## config.mk

```make
export PLATFORM = sky130hd
export DESIGN_NAME = divisor_enumerator_core
export DESIGN_NICKNAME = d
export VERILOG_FILES = /design/src/rtl/dve_pkg.sv /design/src/rtl/divisor_enumerator_core.sv /design/src/rtl/dve_queue.sv /design/src/rtl/dve_front.sv /design/src/rtl/dve_back.sv
export SDC_FILE = /design/constraint.sdc
export NUM_CORES = 1
export LEC_CHECK = 0
export BUFFER_PORTS_ARGS = -buffer_cell sky130_fd_sc_hd__clkbuf_2
export CAP_MARGIN = 20
export CORE_MARGIN = 2
export CORE_UTILIZATION = 37
export DETAILED_ROUTE_END_ITERATION = 10
export SYNTH_ARGS = -nofsm -noshare
export SYNTH_HDL_FRONTEND = slang
export SYNTH_HIERARCHICAL = 1
export SYNTH_SLANG_ARGS = --single-unit
export TNS_END_PERCENT = 10
```

## constraint.sdc

```tcl
create_clock -name clk -period 10.65 [get_ports clk]
set_input_delay 1.065 -clock clk [delete_from_list [all_inputs] [get_ports clk]]
set_output_delay 1.065 -clock clk [all_outputs]
set_load 0.02 [all_outputs]
```

## src/rtl/dve_pkg.sv

```systemverilog
// ----------------------------------------------------------------------------
// dve_pkg
// shared types and constants of the divisor enumerator: queue item kinds,
// controller states and queue status
// ----------------------------------------------------------------------------
package dve_pkg;

	// width of the divisor field on the ports
	localparam int FIELD_BITS = 13;

	// entries in the queue between the trial front and the emit back
	localparam int QUEUE_DEPTH = 4;
	localparam int QUEUE_AW    = 2;

	// quotient bits resolved per cycle by the trial divider
	localparam int DIV_STEPS = 4;

	// what one queue entry carries
	typedef enum logic [1:0] {
		KIND_SMALL = 2'd0,  // divisor at or below the square root, emit in order
		KIND_CO    = 2'd1,  // co-divisor, goes on the stack
		KIND_DONE  = 2'd2   // end of the trials for this number
	} item_kind_t;

	typedef enum logic [2:0] {
		F_IDLE,
		F_TEST,
		F_DIV,
		F_SMALL,
		F_CO,
		F_DONE
	} front_state_t;

	typedef enum logic {
		B_RUN,
		B_POP
	} back_state_t;

	typedef struct packed {
		logic full;
		logic empty;
	} queue_status_t;

endpackage

```

## src/rtl/divisor_enumerator_core.sv

```systemverilog
// ----------------------------------------------------------------------------
// divisor_enumerator_core
// lists every divisor of a positive integer in ascending order, one per
// result, with the largest divisor flagged as last
// ----------------------------------------------------------------------------
// A number is taken when start is high and busy is low; busy then stays high
// until the final result of that number has been issued, so the block works
// on one number at a time. Results come out one per strobe and cannot be held
// off: result_valid is high for exactly one cycle per divisor, and the caller
// must take each one as it appears. Divisors appear in ascending order and
// last marks the final one (normally n itself); an input of zero yields no
// result at all, and bits of n_value above VALUE_BITS are ignored. Timing is
// set by the trial divider in the front: each trial value i is tested with
// i*i <= n and then divided into n, and each divisor found adds one or two
// queue writes. With 13-bit n there are at most 90 trials. The co-divisors
// then leave the stack one per cycle.
// ----------------------------------------------------------------------------
module divisor_enumerator_core #(
	parameter int VALUE_BITS  = 13,
	parameter int STACK_DEPTH = 32
) (
	input  logic        clk,
	input  logic        arst_n,
	input  logic        start,
	output logic        busy,
	input  logic [12:0] n_value,
	output logic        result_valid,
	output logic [12:0] divisor,
	output logic        last
);

	localparam int FB = dve_pkg::FIELD_BITS;
	localparam int QW = VALUE_BITS + 2;

	logic                   busy_q;
	logic                   start_accept;

	// front to queue
	logic                   q_push;
	logic [QW-1:0]          q_push_data;
	// queue to back
	logic                   q_pop;
	logic [QW-1:0]          q_pop_data;
	dve_pkg::queue_status_t q_status;

	logic                   res_valid;
	logic [VALUE_BITS-1:0]  res_value;
	logic                   res_last;
	logic                   item_done;

	// a transaction is taken only while no earlier number is still in flight
	assign start_accept = start && !busy_q;

	always_ff @(posedge clk or negedge arst_n) begin
		if (!arst_n) begin
			busy_q <= 1'b0;
		end else if (start_accept) begin
			busy_q <= 1'b1;
		end else if (item_done) begin
			// final result goes to the output register at this edge
			busy_q <= 1'b0;
		end
	end

	// trial division and divisor classification
	dve_front #(
		.VALUE_BITS (VALUE_BITS)
	) u_front (
		.clk          (clk),
		.arst_n       (arst_n),
		.start_accept (start_accept),
		.n_in         (n_value[VALUE_BITS-1:0]),
		.q_status     (q_status),
		.push         (q_push),
		.push_data    (q_push_data)
	);

	// short queue so that the front keeps dividing while the back is busy
	dve_queue #(
		.WIDTH (QW)
	) u_queue (
		.clk       (clk),
		.arst_n    (arst_n),
		.push      (q_push),
		.push_data (q_push_data),
		.pop       (q_pop),
		.pop_data  (q_pop_data),
		.status    (q_status)
	);

	// ordering, co-divisor stack and output register
	dve_back #(
		.VALUE_BITS  (VALUE_BITS),
		.STACK_DEPTH (STACK_DEPTH)
	) u_back (
		.clk       (clk),
		.arst_n    (arst_n),
		.q_data    (q_pop_data),
		.q_status  (q_status),
		.pop       (q_pop),
		.res_valid (res_valid),
		.res_value (res_value),
		.res_last  (res_last),
		.item_done (item_done)
	);

	assign busy         = busy_q;
	assign result_valid = res_valid;
	assign divisor      = FB'(res_value);
	assign last         = res_last;

endmodule

```

## src/rtl/dve_queue.sv

```systemverilog
// ----------------------------------------------------------------------------
// dve_queue
// small first-in first-out queue that decouples the trial front from the
// emit back
// ----------------------------------------------------------------------------
module dve_queue #(
	parameter int WIDTH = 15
) (
	input  logic                  clk,
	input  logic                  arst_n,
	input  logic                  push,
	input  logic [WIDTH-1:0]      push_data,
	input  logic                  pop,
	output logic [WIDTH-1:0]      pop_data,
	output dve_pkg::queue_status_t status
);

	localparam int AW  = dve_pkg::QUEUE_AW;
	localparam int CNW = AW + 1;

	logic [WIDTH-1:0] entry_q [dve_pkg::QUEUE_DEPTH];
	logic [AW-1:0]    wr_ptr_q;
	logic [AW-1:0]    rd_ptr_q;
	logic [CNW-1:0]   fill_q;
	logic             do_push;
	logic             do_pop;

	assign status.full  = (fill_q == CNW'(dve_pkg::QUEUE_DEPTH));
	assign status.empty = (fill_q == '0);
	assign do_push      = push && !status.full;
	assign do_pop       = pop && !status.empty;
	assign pop_data     = entry_q[rd_ptr_q];

	always_ff @(posedge clk or negedge arst_n) begin
		if (!arst_n) begin
			wr_ptr_q <= '0;
			rd_ptr_q <= '0;
			fill_q   <= '0;
		end else begin
			if (do_push) begin
				wr_ptr_q <= wr_ptr_q + 1'b1;
			end
			if (do_pop) begin
				rd_ptr_q <= rd_ptr_q + 1'b1;
			end
			if (do_push && !do_pop) begin
				fill_q <= fill_q + 1'b1;
			end else if (do_pop && !do_push) begin
				fill_q <= fill_q - 1'b1;
			end
		end
	end

	always_ff @(posedge clk) begin
		if (do_push) begin
			entry_q[wr_ptr_q] <= push_data;
		end
	end

endmodule

```

## src/rtl/dve_front.sv

```systemverilog
// ----------------------------------------------------------------------------
// dve_front
// trial division front: walks trial values while their square stays within
// n, divides n by each one a few quotient bits a cycle and queues every
// divisor found together with its co-divisor
// ----------------------------------------------------------------------------
module dve_front #(
	parameter int VALUE_BITS = 13
) (
	input  logic                    clk,
	input  logic                    arst_n,
	input  logic                    start_accept,
	input  logic [VALUE_BITS-1:0]   n_in,
	input  dve_pkg::queue_status_t  q_status,
	output logic                    push,
	output logic [VALUE_BITS+1:0]   push_data
);

	localparam int IW     = (VALUE_BITS + 1) / 2 + 1;
	localparam int SQW    = 2 * IW;
	localparam int STEPS  = dve_pkg::DIV_STEPS;
	localparam int PADW   = ((VALUE_BITS + STEPS - 1) / STEPS) * STEPS;
	localparam int CHUNKS = PADW / STEPS;
	localparam int CW     = $clog2(CHUNKS + 1);

	dve_pkg::front_state_t state_q, state_nxt;

	logic [VALUE_BITS-1:0] n_q;
	logic [IW-1:0]         i_q;
	logic [SQW-1:0]        sq_q;
	logic [PADW-1:0]       dvd_q;
	logic [PADW-1:0]       quo_q;
	logic [IW-1:0]         rem_q;
	logic [CW-1:0]         cnt_q;

	logic [IW:0]           r_c;
	logic [PADW-1:0]       d_c;
	logic [PADW-1:0]       q_c;
	logic                  last_chunk;
	logic                  over_limit;
	logic                  rem_zero;
	logic                  co_differs;

	// a few restoring division steps per cycle
	always_comb begin
		r_c = {1'b0, rem_q};
		d_c = dvd_q;
		q_c = quo_q;
		for (int s = 0; s < STEPS; s++) begin
			r_c = {r_c[IW-1:0], d_c[PADW-1]};
			d_c = {d_c[PADW-2:0], 1'b0};
			q_c = {q_c[PADW-2:0], 1'b0};
			if (r_c >= {1'b0, i_q}) begin
				r_c    = r_c - {1'b0, i_q};
				q_c[0] = 1'b1;
			end
		end
	end

	assign last_chunk = (cnt_q == CW'(CHUNKS - 1));
	assign over_limit = (sq_q > SQW'(n_q));
	assign rem_zero   = (r_c[IW-1:0] == '0);
	assign co_differs = (quo_q != PADW'(i_q));

	always_comb begin
		state_nxt = state_q;
		case (state_q)
			dve_pkg::F_IDLE: begin
				if (start_accept) state_nxt = dve_pkg::F_TEST;
			end
			dve_pkg::F_TEST: begin
				state_nxt = over_limit ? dve_pkg::F_DONE : dve_pkg::F_DIV;
			end
			dve_pkg::F_DIV: begin
				if (last_chunk) state_nxt = rem_zero ? dve_pkg::F_SMALL : dve_pkg::F_TEST;
			end
			dve_pkg::F_SMALL: begin
				if (!q_status.full) state_nxt = co_differs ? dve_pkg::F_CO : dve_pkg::F_TEST;
			end
			dve_pkg::F_CO: begin
				if (!q_status.full) state_nxt = dve_pkg::F_TEST;
			end
			dve_pkg::F_DONE: begin
				if (!q_status.full) state_nxt = dve_pkg::F_IDLE;
			end
			default: state_nxt = dve_pkg::F_IDLE;
		endcase
	end

	always_comb begin
		push      = 1'b0;
		push_data = {dve_pkg::KIND_DONE, {VALUE_BITS{1'b0}}};
		case (state_q)
			dve_pkg::F_SMALL: begin
				push      = 1'b1;
				push_data = {dve_pkg::KIND_SMALL, VALUE_BITS'(i_q)};
			end
			dve_pkg::F_CO: begin
				push      = 1'b1;
				push_data = {dve_pkg::KIND_CO, quo_q[VALUE_BITS-1:0]};
			end
			dve_pkg::F_DONE: begin
				push      = 1'b1;
				push_data = {dve_pkg::KIND_DONE, {VALUE_BITS{1'b0}}};
			end
			default: begin
				push = 1'b0;
			end
		endcase
	end

	always_ff @(posedge clk or negedge arst_n) begin
		if (!arst_n) begin
			state_q <= dve_pkg::F_IDLE;
		end else begin
			state_q <= state_nxt;
		end
	end

	always_ff @(posedge clk or negedge arst_n) begin
		if (!arst_n) begin
			cnt_q <= '0;
		end else if (state_q == dve_pkg::F_TEST) begin
			cnt_q <= '0;
		end else if (state_q == dve_pkg::F_DIV) begin
			cnt_q <= cnt_q + 1'b1;
		end
	end

	// trial value and its square advance together: (i+1)^2 = i^2 + 2i + 1
	always_ff @(posedge clk) begin
		case (state_q)
			dve_pkg::F_IDLE: begin
				if (start_accept) begin
					n_q  <= n_in;
					i_q  <= IW'(1);
					sq_q <= SQW'(1);
				end
			end
			dve_pkg::F_TEST: begin
				dvd_q <= PADW'(n_q);
				quo_q <= '0;
				rem_q <= '0;
			end
			dve_pkg::F_DIV: begin
				dvd_q <= d_c;
				quo_q <= q_c;
				rem_q <= r_c[IW-1:0];
				if (last_chunk && !rem_zero) begin
					i_q  <= i_q + 1'b1;
					sq_q <= sq_q + SQW'({i_q, 1'b1});
				end
			end
			dve_pkg::F_SMALL: begin
				if (!q_status.full && !co_differs) begin
					i_q  <= i_q + 1'b1;
					sq_q <= sq_q + SQW'({i_q, 1'b1});
				end
			end
			dve_pkg::F_CO: begin
				if (!q_status.full) begin
					i_q  <= i_q + 1'b1;
					sq_q <= sq_q + SQW'({i_q, 1'b1});
				end
			end
			default: begin
				n_q <= n_q;
			end
		endcase
	end

endmodule

```

## src/rtl/dve_back.sv

```systemverilog
// ----------------------------------------------------------------------------
// dve_back
// emit back: sends the small divisors in order, stacks the co-divisors and
// pops them after the trials, marking the final result of each number
// ----------------------------------------------------------------------------
module dve_back #(
	parameter int VALUE_BITS  = 13,
	parameter int STACK_DEPTH = 32
) (
	input  logic                    clk,
	input  logic                    arst_n,
	input  logic [VALUE_BITS+1:0]   q_data,
	input  dve_pkg::queue_status_t  q_status,
	output logic                    pop,
	output logic                    res_valid,
	output logic [VALUE_BITS-1:0]   res_value,
	output logic                    res_last,
	output logic                    item_done
);

	localparam int AW  = $clog2(STACK_DEPTH);
	localparam int CNW = $clog2(STACK_DEPTH + 1);

	dve_pkg::back_state_t state_q, state_nxt;
	dve_pkg::item_kind_t  kind;

	logic [VALUE_BITS-1:0] stack_mem [STACK_DEPTH];
	logic [CNW-1:0]        count_q;
	logic [CNW-1:0]        count_dec;
	logic [VALUE_BITS-1:0] rdata_q;
	logic [VALUE_BITS-1:0] hold_q;
	logic                  hold_valid_q;
	logic [VALUE_BITS-1:0] value;

	logic                  emit;
	logic [VALUE_BITS-1:0] emit_val;
	logic                  emit_last;
	logic                  stack_push;
	logic                  stack_read;
	logic                  hold_load;
	logic                  hold_clear;
	logic                  stack_empty;

	logic                  res_valid_q;
	logic [VALUE_BITS-1:0] res_value_q;
	logic                  res_last_q;

	assign kind        = dve_pkg::item_kind_t'(q_data[VALUE_BITS+1:VALUE_BITS]);
	assign value       = q_data[VALUE_BITS-1:0];
	assign count_dec   = count_q - 1'b1;
	assign stack_empty = (count_q == '0);
	assign pop         = (state_q == dve_pkg::B_RUN) && !q_status.empty;

	always_comb begin
		state_nxt = state_q;
		case (state_q)
			dve_pkg::B_RUN: begin
				if (pop && kind == dve_pkg::KIND_DONE && !stack_empty) begin
					state_nxt = dve_pkg::B_POP;
				end
			end
			dve_pkg::B_POP: begin
				if (stack_empty) state_nxt = dve_pkg::B_RUN;
			end
			default: state_nxt = dve_pkg::B_RUN;
		endcase
	end

	always_comb begin
		emit       = 1'b0;
		emit_val   = hold_q;
		emit_last  = 1'b0;
		stack_push = 1'b0;
		stack_read = 1'b0;
		hold_load  = 1'b0;
		hold_clear = 1'b0;
		item_done  = 1'b0;
		case (state_q)
			dve_pkg::B_RUN: begin
				if (pop) begin
					case (kind)
						dve_pkg::KIND_SMALL: begin
							emit      = hold_valid_q;
							hold_load = 1'b1;
						end
						dve_pkg::KIND_CO: begin
							stack_push = (count_q < CNW'(STACK_DEPTH));
						end
						dve_pkg::KIND_DONE: begin
							emit       = hold_valid_q;
							emit_last  = stack_empty;
							hold_clear = 1'b1;
							item_done  = stack_empty;
							stack_read = !stack_empty;
						end
						default: begin
							emit = 1'b0;
						end
					endcase
				end
			end
			dve_pkg::B_POP: begin
				emit       = 1'b1;
				emit_val   = rdata_q;
				emit_last  = stack_empty;
				stack_read = !stack_empty;
				item_done  = stack_empty;
			end
			default: begin
				emit = 1'b0;
			end
		endcase
	end

	always_ff @(posedge clk or negedge arst_n) begin
		if (!arst_n) begin
			state_q      <= dve_pkg::B_RUN;
			count_q      <= '0;
			hold_valid_q <= 1'b0;
			res_valid_q  <= 1'b0;
		end else begin
			state_q     <= state_nxt;
			res_valid_q <= emit;
			if (stack_push) begin
				count_q <= count_q + 1'b1;
			end else if (stack_read) begin
				count_q <= count_dec;
			end
			if (hold_load) begin
				hold_valid_q <= 1'b1;
			end else if (hold_clear) begin
				hold_valid_q <= 1'b0;
			end
		end
	end

	always_ff @(posedge clk) begin
		if (stack_push) begin
			stack_mem[count_q[AW-1:0]] <= value;
		end
		if (stack_read) begin
			rdata_q <= stack_mem[count_dec[AW-1:0]];
		end
	end

	always_ff @(posedge clk) begin
		if (hold_load) begin
			hold_q <= value;
		end
		if (emit) begin
			res_value_q <= emit_val;
			res_last_q  <= emit_last;
		end
	end

	assign res_valid = res_valid_q;
	assign res_value = res_value_q;
	assign res_last  = res_last_q;

endmodule

```

==> impl_metrics.yaml <==
logic_synthesis:
  yosysTopAreaCell: "edfxtp_1"
  synth_seq_area_share_pct: 68.2
  synth.most_common_cell: "edfxtp_1"
  yosysWarnings: 6
  synthArstFlopShare_pct: 3.73
  syn_area_per_cell_um2: 17.1
  yosys-top-cells-count: "593 x edfxtp_1, 115 x mux4_2, 104 x nor2_1"
  synthFlopType: "edfxtp_1"
  synth_area_leaders: "edfxtp_1 66%, mux4_2 9.6%, ha_1 3.1%, dfrtp_1 2.1%, mux2_2 1.8%"
  syn_inst: 1574
  synth.distinct_cells: 80
  synth_top_area_share_pct: 66.0
  syn_area_um2: 27000
  synth_edf_count: 593
  ys_ff_latch: 616
  synth_fp_nets: 1662
clock_network:
  tritoncts: "done"
  clkLatencyLatePin_ns: 0.61
  post_cts_buffers: 0
  cts.path.max_buffers: 3
  hold_buffers: 0
  cts_buffers: 67
  cts.repair.resized: 0
  cts_sinks: 616
  path_clk_slew_ns: 0.05
  root_buffer: "clkbuf_16"
  htreeDepth: 3
sta:
  fin_crit_sh_pct: 90.6
  rsz0062_at_grt: "false"
  finalSetupTns_ns: 0
  finalCriticalPeriod_ns: 9.65
  slew_violations: 0
  hold_violations: 0
  whs_ns: 0.488
  skew_ns: 0.0317
  fmax_ghz: 0.104
  setup_viol_count_final: 0
  worst_slew_pin_slew_ns: 1.07
  relSlewSlack_pct: 28.5
finish:
  stdcell_count: 2666
  fill_cells: 6404
  area_growth_pct: 13.2
  diodes: 0
  stdcell_area_um2: 30500
  drive_gt1_share_pct: 22.1
  final_nets: 1751
route:
  first_pass_iters: 5
  drt-initial-drc-count: 1108
  vias: 14114
  wl_per_cell_um: 22.3
  wirelength_mm: 59.5
  routed_via_density: 5.29
  drc: 0
  ant_nets: 0
grt:
  grt_pass1_wl_mm: 90.4
  grt_max_degree: 69
  track_usage_pct: 16.0
  overflow: 0
  first_global_vias: 14370
  antenna_found_initial: 1
critical_path:
  critical_path_class: "reg -> reg"
  start_kind: "register"
  arrival_ns: 10.00
  crit_required_ns: 11.00
  cp_top_family: "compound AO/OA/AOI/OAI gates"
  crit_fanout: 21
  crit_slowest_cell: "a2111o_1"
  endpoint_kind: "register"
  slowest_delay_ns: 0.55
  crit_buf_inv: 3
floorplan:
  dieArea_um2: 75100
  rows: 98
  ios: 32
  die_w_um: 274
  core-area_um2: 71900
  die_h_um: 274
  start_util_pct: 37.5
placement:
  dp_hpwl_mm: 36.5
  portBuffers: 31
  postPlaceCellArea_um2: 28300
  routabilityCongestion: 0.801
  dp.cells: 2543
min_path:
  hold_class: "in -> async"
flow_run:
  drv_cap: 0
outcome:
  status: "finished clean"
## worst reg2reg max path: cells and delay by family, from the launching register on
kind | cells | cell delay [ns]
compound gates | 18 | 4.33
fa+ha+maj | 4 | 1.32
buf+inv | 3 | 0.54
flops | 1 | 0.51
mux | 2 | 0.75
simple gates | 9 | 1.95
## cells in the final DEF, fill, tap and decap left out, drive strengths merged, types with 23 or more instances in the layout
cell    instances
clkbuf        116
nand2          57
mux2           46
edfxtp        593
nor2          104
buf            56
xnor2          37
a21oi          52
mux2i          27
dfrtp          23
nor2b          28
clkinv         27
inv            63
mux4          119
o21ai          48
ha             66
## through the flow
step | setup WS, ns | utilization, %
3_3_place_gp | 0.845 | 39.5
4_1_cts | 0.697 | 42.4
3_5_place_dp | 0.745 | 39.5
2_1_floorplan | 1.52 | -
5_1_grt | 0.108 | 42.5
6_report | 1.00 | 42.5
## kinds of logic after synthesis
| kind of cell | synth area share, % |
|---|---|
| xor gates and xnor gates | 1.85 |
| AOI/OAI and AO/OA | 5.19 |
| DFF | 68.2 |
| adders and majority gates | 3.51 |
| and+or+nand+nor | 5.92 |
| buffers and inverters | 2.42 |
| muxes | 12.9 |
## sequential cells by signal, indices dropped and copies added (netlist names)
name                 flops
u_front/sq_q            16
u_front/i_q              8
u_front/state_q          3
u_back/res_valid         1
busy                     1
u_queue/wr_ptr_q         2
u_front/n_q             13
u_queue/entry_q         60
u_back/state_q           1
u_back/hold_q           13
u_back/hold_valid_q      1
u_back/res_value        13
u_back/count_q           6
u_front/cnt_q            3
u_back/stack_mem       416
u_queue/fill_q           3
u_back/res_last          1
u_front/rem_q            8
u_back/rdata_q          13
u_front/dvd_q           16
u_front/quo_q           16
u_queue/rd_ptr_q         2
## worst paths after layout
path | from | endpoint | slack (ns) | depth (start not counted)
worst max-delay path | u_front/i_q[2] | u_front/i_q[1] | 1.00 | 36
min in group clk | u_queue/fill_q[2] | u_queue/fill_q[2] | 0.49 | 1
max in group asynchronous | arst_n | u_back/count_q[0] | 9.69 | 1
worst max register to register | u_front/i_q[2] | u_front/i_q[1] | 1.00 | 36
worst min-delay path | arst_n | u_back/state_q | 0.49 | 1
worst min register to register | u_queue/fill_q[2] | u_queue/fill_q[2] | 0.49 | 1
## routing by layer
metal  up-vias  GRT usage (%)  routed length (µm)
li1       6408              -                   -
met1      7346           22.2               27000
met2       287           26.5               29100
met3        73           2.30                2080
met4         0           4.35                1240
met5         -              0                   0
## cell type report
class                   instances  area (µm²)  share of cell area [%]
repair buffers                 87         596                    1.95
multi-input cells             832        7990                    26.2
clock inverters                37         365                    1.20
flip-flops and latches        616       18400                    60.2
clock buffers                  85        1780                    5.82
well taps                     950        1190                    3.89
inverters                      59         221                   0.725
Power is not shown: default switching activity piles up to over one toggle a cycle in this logic, so the estimate is an artifact.
